**src/hdl/tccw_pkg.sv**
```systemverilog
// Shared constants and action codes for the text console cell writer.
`default_nettype none

package tccw_pkg;

  localparam int POS_W    = 11;
  localparam int ACTION_W = 3;
  localparam int CHAR_W   = 8;
  localparam int ATTR_W   = 8;
  localparam int CELL_W   = 16;

  localparam int DEF_COLUMNS = 80;
  localparam int DEF_ROWS    = 25;

  localparam logic [ACTION_W-1:0] ACT_WRITE = 3'd0;
  localparam logic [ACTION_W-1:0] ACT_BACK  = 3'd1;
  localparam logic [ACTION_W-1:0] ACT_SET   = 3'd2;
  localparam logic [ACTION_W-1:0] ACT_CLEAR = 3'd3;
  localparam logic [ACTION_W-1:0] ACT_READ  = 3'd4;

  localparam logic [CHAR_W-1:0] NEWLINE_CODE = 8'h0A;
  localparam logic [CHAR_W-1:0] SPACE_CODE   = 8'h20;
  localparam logic [ATTR_W-1:0] RESET_ATTR   = 8'h07;

endpackage

`default_nettype wire

```
**src/hdl/tccw_pos_split.sv**
```systemverilog
// Iterative split of a cell index into row and column by repeated subtraction.
`default_nettype none

module tccw_pos_split
  import tccw_pkg::*;
#(
  parameter int COLUMNS = DEF_COLUMNS,
  parameter int ROWS    = DEF_ROWS,
  parameter int AW      = $clog2(COLUMNS * ROWS),
  parameter int RW      = $clog2(ROWS),
  parameter int CLW     = $clog2(COLUMNS)
) (
  input  wire logic           clk,
  input  wire logic           rst,
  input  wire logic           go,
  input  wire logic [AW-1:0]  value,
  output logic                done,
  output logic      [RW-1:0]  row,
  output logic      [CLW-1:0] col
);

  localparam int CNW = $clog2(COLUMNS + 1);
  localparam int EW  = (AW > CNW) ? AW : CNW;

  logic          running;
  logic [EW-1:0] rem;
  logic [RW-1:0] row_cnt;

  assign done = running && (rem < EW'(COLUMNS));
  assign row  = row_cnt;
  assign col  = rem[CLW-1:0];

  always_ff @(posedge clk) begin
    if (rst) begin
      running <= 1'b0;
    end else if (go) begin
      running <= 1'b1;
      rem     <= EW'(value);
      row_cnt <= '0;
    end else if (running) begin
      if (done) begin
        running <= 1'b0;
      end else begin
        rem     <= rem - EW'(COLUMNS);
        row_cnt <= row_cnt + RW'(1);
      end
    end
  end

endmodule

`default_nettype wire

```
**config.mk**
```make
export PLATFORM = sky130hd
export DESIGN_NAME = tccw_pos_split
export DESIGN_NICKNAME = d
export VERILOG_FILES = /design/src/hdl/tccw_pkg.sv /design/src/hdl/tccw_pos_split.sv
export SDC_FILE = /design/constraint.sdc
export NUM_CORES = 1
export LEC_CHECK = 0
export ABC_AREA = 1
export BUFFER_PORTS_ARGS = -buffer_cell sky130_fd_sc_hd__buf_2
export CORE_UTILIZATION = 52
export CTS_BUF_LIST = sky130_fd_sc_hd__clkbuf_4 sky130_fd_sc_hd__clkbuf_8
export DETAILED_ROUTE_END_ITERATION = 10
export HOLD_SLACK_MARGIN = 0.12
export PLACE_DENSITY = 0.77
export SYNTH_ARGS = -nofsm -noshare
export SYNTH_HDL_FRONTEND = slang
export SYNTH_SLANG_ARGS = --single-unit
export TNS_END_PERCENT = 5
```
**constraint.sdc**
```tcl
create_clock -name clk -period 2.25 [get_ports clk]
set_input_delay 0.45 -clock clk [delete_from_list [all_inputs] [get_ports clk]]
set_output_delay 0.45 -clock clk [all_outputs]
set_load 0.1 [all_outputs]
```
==> flow_summary.ini <==
[outcome]
status = finished with violations
violations = DRC

[floorplanning]
io_pins = 27
core_area_sq_um = 1560
initial_core_util_pct = 57.9
die_w_microns = 43.7
rows = 14
die_y_microns = 43.7
die_area_sq_um = 1910

[final_layout]
final_nets = 139
finalInstanceArea_sq_um = 1030
multiInputGateArea_sq_um = 277
area_growth_pct = 13.6
seqCellArea_sq_um = 500
antenna_cells = 0
fillers = 143
layout-drive-gt1-share_pct = 29.5
layoutNonFillerInstCount = 138

[logic_synthesis]
yosys.cell_count.top_type = nand2_1
avgSynthCellArea_sq_um = 9.03
ys_seq_area_share_pct = 55.4
yosys.area.top_type = edfxtp_1
ys_types = 19
synth_top_area_share_pct = 53.2
synth-seq-cells = 17
synth_flop_cell = edfxtp_1
synth_nets = 116
ys_warn_count = 0
synth_commonest_cells = nand2_1, edfxtp_1, inv_1, nor2_1, buf_4
synth_area_sq_um = 903
synthTopCellsByArea = edfxtp_1, nand2_1, buf_4
synth_edf_count = 16
synth_cells = 100
synthArstFlopShare_pct = 0

[clock_tree]
worstSkewPairLatency_ns = 0.29
post_cts_buffers = 0
numCtsBuffers = 3
cts-resized-gates = 0
cts.clk_slew.worst_paths_ns = 0.11
clockBufferDepth = 2
root_buffer = clkbuf_4
cts.sinks = 17
cts_tree = done
htreeDepth = 1
cts_hold_buf = 0

[grt]
grt_pass1_wl_microns = 2880
grt_max_degree = 19
grt_overflow = 0
grt_usage_pct = 20.9
grt_pass1_vias = 694
antenna_found_initial = 0

[worst_setup_path]
cpMaxStageDelayCell = edfxtp_1
worstPathMaxFanout = 5
slowest_delay_ns = 0.43
worstPathCellList = o21ai_2 -> nand3_1 -> nor2_2 -> buf_2
critical_path_required_ns = 1.80
ff2ff_path_depth = 9
crit_type = flip-flop to output port
critPathLaunchType = flip-flop
reg2reg_from = rem[4]
r2r_setup_slack_ns = 0.81
arrival_ns = 1.62
timing.rr.end = rem[10]
endpoint_kind = output port

[detailed_routing]
wl_per_cell_microns = 12.1
ant_nets = 0
drt_iter0_drc = 20
drcViolationCount = 2
via_per_inst = 5.07
wirelength_microns = 1680
first_pass_iters = 7
num_vias = 699

[timing]
whs_ns = 0.340
setup_viol = 0
worstMarginPinSlew_ns = 0.496
final.min_clock_period_ns = 2.07
relSlewSlack_pct = 67.2
rsz0062_at_grt = no
fin_tns_setup_ns = 0
skew_ns = 0.00593
hold_violations = 0
period_share_pct = 92.0
clock.fmax_mhz = 483
slew_violations = 0

[min_path]
hp-class = input pin to flip-flop
hold_depth = 2
min_to = running
worstHoldStart = rst

[power_and_ir_drop]
cellPowerDensity_nw_per_um2 = 736
peakVddDrop_v = 0.000503
p_leak_nw = 0.511

[place]
dp_hpwl_microns = 1270
placed_area_sq_um = 998
gp_congestion = 0.783
portBuffers = 26
place_inst = 134

[job]
drv_cap = 0
## registers in the layout, indices dropped and copies added, names as in the netlist
name     flops
row          5
rem         11
running      1
## cell families after synthesis
kind of cell	Yosys count	synth area share (%)
AO/OA/AOI/OAI	12	7.48
XOR/XNOR	1	0.970
adder cells (fa/ha/maj)	2	2.77
buffers and inverters	26	14.3
flip-flops	17	55.4
AND/OR/NAND/NOR	42	19.1
## layout by cell type, fill, tap and decap left out, drive strengths merged
| master | instances |
|---|---|
| xor2 | 1 |
| dfxtp | 1 |
| buf | 27 |
| nand2 | 22 |
| clkinv | 1 |
| nand3 | 5 |
| ha | 2 |
| or2 | 1 |
| nor3 | 1 |
| nor2 | 11 |
| o21ai | 5 |
| edfxtp | 16 |
| inv | 17 |
| nand4 | 2 |
| a21oi | 7 |
| clkbuf | 3 |
## stage by stage
| stage | power (mW) | setup slack, ns | util (%) |
|---|---|---|---|
| floorplan | 0.568 | 0.274 | - |
| global placement | 0.592 | 0.518 | 64.0 |
| detailed placement | 0.598 | 0.501 | 64.0 |
| CTS | 0.759 | 0.169 | 65.8 |
| global route | 0.789 | 0.0683 | 65.8 |
| finish | 0.755 | 0.179 | 65.8 |
## how the worst max path moves through the flow
stage	to	start	slack (ns)
after floorplan	done	rem[5]	0.27
after global placement	done	rem[5]	0.52
after detailed placement	done	rem[5]	0.50
after CTS	done	rem[5]	0.17
after global routing	done	rem[4]	0.07
final	done	rem[5]	0.18
## critical path, delay by kind of cell (launching register included)
kind	cells	cell delay, ns
simple gates	2	0.23
flops	1	0.43
compound gates	1	0.24
buf+inv	1	0.42
## report_power, final
| group | leakage, nW | total [mW] | switching [mW] | internal (mW) |
|---|---|---|---|---|
| registers | 0.159 | 0.388 | 0.0144 | 0.374 |
| clock network | 0.0177 | 0.165 | 0.0992 | 0.0660 |
| logic | 0.334 | 0.201 | 0.161 | 0.0404 |
## cell type report
| type | instances | share of cell area (%) |
|---|---|---|
| clock inverter | 1 | 0.488 |
| tap | 16 | 1.95 |
| timing repair buffer | 27 | 13.4 |
| sequential | 17 | 48.8 |
| multi-input combinational | 57 | 27.0 |
| inverter | 17 | 6.22 |
| clock buffer | 3 | 2.20 |
## metal layers
| layer | routed length [microns] | share of wire, % | track usage (%) |
|---|---|---|---|
| met1 | 694 | 41 | 25.4 |
| met2 | 896 | 53 | 34.6 |
| met3 | 73 | 4.4 | 5.42 |
| met4 | 10 | 0.60 | 10.0 |
| met5 | 0 | 0 | 0 |
Note: power is estimated with default switching activity, not from simulation.
